<file path="src/rtl/hlr_pkg.sv">
package hlr_pkg;

	// fixed field widths
	localparam int unsigned HEIGHT_W = 16;
	localparam int unsigned OUT_AREA_W = 26;

	// commands from the controller to the datapath
	typedef struct packed {
		logic accept;    // latch the incoming word
		logic drop;      // bar beyond capacity, mark overflow
		logic pop_read;  // read the entry below the top
		logic pop_one;   // pop the only entry, span is the bar count
		logic pop_load;  // pop the top using the entry read below it
		logic push;      // push the held bar and count it
		logic emit;      // load the result register and clear for the next histogram
	} ctl_cmd_t;

	// status from the datapath to the controller
	typedef struct packed {
		logic full;       // bar count has reached capacity
		logic empty;      // stack is empty
		logic depth_ge2;  // at least two entries on the stack
		logic top_gt;     // top height is above the held height
		logic last_in;    // final mark on the incoming word
		logic last_held;  // final mark on the held word
		logic out_free;   // result register can take a new word
	} ctl_sts_t;

endpackage

</file>
<file path="src/rtl/hlr_ctl.sv">
module hlr_ctl
	import hlr_pkg::*;
(
	input  logic     clk,
	input  logic     arst_n,
	input  logic     in_valid,
	output logic     in_ready,
	input  ctl_sts_t sts,
	output ctl_cmd_t cmd
);

	typedef enum logic [1:0] {
		S_IDLE,
		S_CMP,
		S_POPW,
		S_EMIT
	} state_t;

	state_t state_q;
	state_t state_d;
	logic   flush_q;
	logic   flush_d;
	logic   do_pop;

	// pop while the top is taller, or unconditionally during the flush
	assign do_pop = !sts.empty && (flush_q || sts.top_gt);

	always_comb begin
		cmd     = '0;
		state_d = state_q;
		flush_d = flush_q;
		unique case (state_q)
			S_IDLE: begin
				if (in_valid) begin
					cmd.accept = 1'b1;
					flush_d    = 1'b0;
					if (sts.full) begin
						cmd.drop = 1'b1;
						if (sts.last_in) begin
							flush_d = 1'b1;
							state_d = S_CMP;
						end
					end else begin
						state_d = S_CMP;
					end
				end
			end
			S_CMP: begin
				if (do_pop) begin
					if (sts.depth_ge2) begin
						cmd.pop_read = 1'b1;
						state_d      = S_POPW;
					end else begin
						cmd.pop_one = 1'b1;
					end
				end else if (flush_q) begin
					state_d = S_EMIT;
				end else begin
					cmd.push = 1'b1;
					if (sts.last_held) begin
						flush_d = 1'b1;
					end else begin
						state_d = S_IDLE;
					end
				end
			end
			S_POPW: begin
				cmd.pop_load = 1'b1;
				state_d      = S_CMP;
			end
			S_EMIT: begin
				if (sts.out_free) begin
					cmd.emit = 1'b1;
					flush_d  = 1'b0;
					state_d  = S_IDLE;
				end
			end
			default: begin
				state_d = S_IDLE;
			end
		endcase
	end

	// state and flush phase
	always_ff @(posedge clk or negedge arst_n) begin
		if (!arst_n) begin
			state_q <= S_IDLE;
			flush_q <= 1'b0;
		end else begin
			state_q <= state_d;
			flush_q <= flush_d;
		end
	end

	assign in_ready = (state_q == S_IDLE);

endmodule

</file>
<file path="config.mk">
export PLATFORM = sky130hd
export DESIGN_NAME = hlr_ctl
export DESIGN_NICKNAME = d
export VERILOG_FILES = /design/src/rtl/hlr_pkg.sv /design/src/rtl/hlr_ctl.sv
export SDC_FILE = /design/constraint.sdc
export NUM_CORES = 1
export LEC_CHECK = 0
export ABC_AREA = 1
export CAP_MARGIN = 20
export CORE_AREA = 2 2 39 41
export DETAILED_ROUTE_END_ITERATION = 16
export DIE_AREA = 0 0 41 43
export DONT_BUFFER_PORTS = 1
export PLACE_DENSITY = 0.41
export SKIP_CTS_REPAIR_TIMING = 1
export SLEW_MARGIN = 20
export SYNTH_ARGS = -nofsm -noshare
export SYNTH_HDL_FRONTEND = slang
export SYNTH_SLANG_ARGS = --single-unit
</file>
<file path="constraint.sdc">
create_clock -name clk -period 3.18 [get_ports clk]
set_clock_uncertainty 0.2 [all_clocks]
set_input_delay 0.636 -clock clk [delete_from_list [all_inputs] [get_ports clk]]
set_output_delay 0.636 -clock clk [all_outputs]
set_load 0.01 [all_outputs]
</file>
==> results.md <==
| Result | Value |
| --- | --- |
| Via density | 4.359 |
| Part of the cycle the worst path needs | 0.7048 |
| Static Leakage | 0.2558 nW |
| Clock tree from TritonCTS | yes |
| Max Transition Viols Final | 0 |
| Number of violations reported at the end of detailed-routing iteration 0 | 14 |
| Reg2Reg Depth | 8 |
| Class of the worst hold path | reg2reg |
| Cells after synthesis | 57 |
| Worst hold start | state_q[1]$_DFFE_PN0P_ |
| Number of failing hold endpoints at the final stage | 0 |
| Top cell type's share of synthesized area | 0.2158 |
| Area of the mapped netlist | 347.8 µm² |
| Register-to-Register Setup Slack | 1.52 ns |
| Die W | 41 µm |
| Most repeated cell in the gate-level netlist after synthesis | nand2_1 |
| Leading post-synthesis cells by cell area | dfrtp_1 (22%), nand2_1 (19%), ha_1 (14%) |
| Number of antenna-violating nets in the routed design | 0 |
| Cell depth of the worst hold path | 2 |
| Number of global-route vias before repair | 300 |
| Cell Pwr Density | 876.6 nW/µm² |
| Max-cap check violation count | 0 |
| Hold WS | 0.3188 ns |
| Final Wtd Congestion | 0.7493 |
| Insertion delay to the later sink of the worst-skew pair | 0.23 ns |
| Worst IR Drop VDD | 0.2813 mV |
| Area occupied by multi-input gates | 220.2 µm² |
| Setup repair after global routing missed its margin | false |
| Layout Cell Area excl Fill | 404.1 µm² |
| Relative slew margins | 0.8406 |
| Data arrival time at the worst-slack endpoint | 1.41 ns |
| Mean post-synth cell area | 6.102 µm² |
| Ant diodes | 0 |
| Cell taking the most area after synthesis | dfrtp_1 |
| Clock sinks | 3 |
| Initial antenna violation count | 0 |
| Syn nets | 71 |
| Result of the run | finished, final reports clean |
| Number of placed instances with taps included | 73 |
| F_max | 446.2 MHz |
| Die height | 43 µm |
| Remaining global-route overflow | 0 |
| Launch instance of the worst register-to-register path | state_q[0]$_DFFE_PN0P_ |
| Maximum number of pins on one net before global-route repair | 8 |
| Worst-path clk slew | 0.04 ns |
| DRC | 0 |
| Initial cell density of the core | 0.2514 |
| I/O pin cnt | 18 |
| H-tree level count | 1 |
| Register area | 75.07 µm² |
| Area growth from synthesis to final layout | 16.19% |
| Largest fanout on the critical path | 7 |
| Global-route wire length before repair | 1.083 mm |
| Worst-Margin Slew | 0.2391 ns |
| TritonRoute pass-1 iters | 4 |
| Shortest clock period the worst path allows after layout | 2.241 ns |
| Count of different cell masters after synthesis | 14 |
| Total die area | 1763 µm² |
| Worst Hold Endpoint | state_q[1]$_DFFE_PN0P_ |
| Total half-perimeter wirelength after legalization and detailed placement | 626 µm |
| Number of synthesized register bits | 3 |
| Ys flop type | dfrtp_1 |
| Critical path start-end classification | reg2out |
| Required time of the critical path | 2.34 ns |
| Total Nets Final | 77 |
| Core footprint | 1384 µm² |
| Num CTS Buffers | 3 |
| Drt total wl | 740 µm |
| Placed standard-cell area | 367.9 µm² |
| Number of standard-cell rows in the floorplan | 14 |
| Fraction of the yosys area taken by sequential cells | 0.2158 |
| Layout cells sized above 1 | 0.1290 |
| Filler cell count in the final layout | 157 |
| Terminus of the critical flop-to-flop path | state_q[0]$_DFFE_PN0P_ |
| Number of buffers on the longest clock path | 2 |
| Post-synth EDFFs | 0 |
| Fraction of registers with async set/reset | 1.000 |
| Yosys warning count | 0 |
| Most used standard cells in the synthesized netlist | nand2_1 (18), inv_1 (13), nor2_1 (5) |
| Count of input and output buffers | 0 |
| Clock root cell | clkbuf_4 |
| Overall track demand over capacity in global routing | 0.08753 |
| Final routed wire length divided by cell count | 9.487 µm |
| Endpoints failing setup | 0 |
| Sort of element at the end of the critical path | output port |
| Final Non-Filler Cells | 78 |
| Nature of the critical path startpoint | register |
| DR vias | 340 |
| Total power | 354.3 µW |
| Final-layout setup total negative slack | 0 ns |
cell type report:
cell class	instances	share of cell area
Multi-Input combinational cell	40	0.5449
Timing Repair Buffer	1	0.02477
Inverter	14	0.1300
Clock buffer	4	0.06502
Tap cell	16	0.04954
Sequential cell	3	0.1858
sequential cells by signal, indices dropped and copies added, names as in the netlist:
signal   cells
flush_q      1
state_q      2
power by group:
part	internal [mW]	switching, mW
registers	0.0562	0.0186
clock network	0.0471	0.0203
logic	0.0751	0.137
total	0.178	0.176
how the worst max path moves through the flow:
stage | from | endpoint | slack [ns] | cells past startpoint
after global placement | state_q[1]$_DFFE_PN0P_ | cmd[3] | 1.19 | 6
final | state_q[1]$_DFFE_PN0P_ | cmd[3] | 0.94 | 6
after detailed placement | state_q[1]$_DFFE_PN0P_ | cmd[3] | 1.19 | 6
after global routing | state_q[1]$_DFFE_PN0P_ | cmd[3] | 0.84 | 6
after floorplan | sts[5] | cmd[1] | 1.29 | 4
after CTS | state_q[1]$_DFFE_PN0P_ | cmd[3] | 0.93 | 6
layout by cell type (no fill, tap or decap):
| master | n |
|---|---|
| nand4_1 | 2 |
| nor2_1 | 5 |
| nor2_2 | 1 |
| dfrtp_1 | 3 |
| clkbuf_4 | 3 |
| nand2_1 | 18 |
| clkbuf_1 | 1 |
| a21oi_1 | 2 |
| inv_2 | 1 |
| o21ai_2 | 1 |
| nand3_2 | 2 |
| ha_1 | 4 |
| nand3_1 | 3 |
| o21ai_0 | 1 |
| dlygate4sd3_1 | 1 |
| inv_1 | 13 |
| or2_1 | 1 |
critical path, stage by stage, from the launching register on:
cell and delay [ns]:
dfrtp_1 0.40, inv_1 0.09, ha_1 0.28, inv_2 0.08, nor2_2 0.09, nand3_2 0.11, inv_1 0.12
stage by stage:
stage,setup WS (ns),utilization
2_1_floorplan,1.286,-
3_3_place_gp,1.190,0.2658
3_5_place_dp,1.193,0.2658
4_1_cts,0.9317,0.2848
5_1_grt,0.8440,0.2920
6_report,0.9388,0.2920
kinds of logic (layout without fill, tap and decap cells):
group	Yosys count	after routing	synth area share
buffers and inverters	14	19	0.1511
AND/OR/NAND/NOR	32	32	0.4209
flip-flops	3	3	0.2158
AO/OA/AOI/OAI	4	4	0.06834
adder cells (fa/ha/maj)	4	4	0.1439
routing by layer:
layer	wire length [µm]	vias up	global-route usage
met2	330	16	0.1438
met4	0	0	0.04000
met5	0	-	0
met3	62	0	0
met1	346	144	0.1133
li1	-	180	-
(Power assumes the default switching activity.)
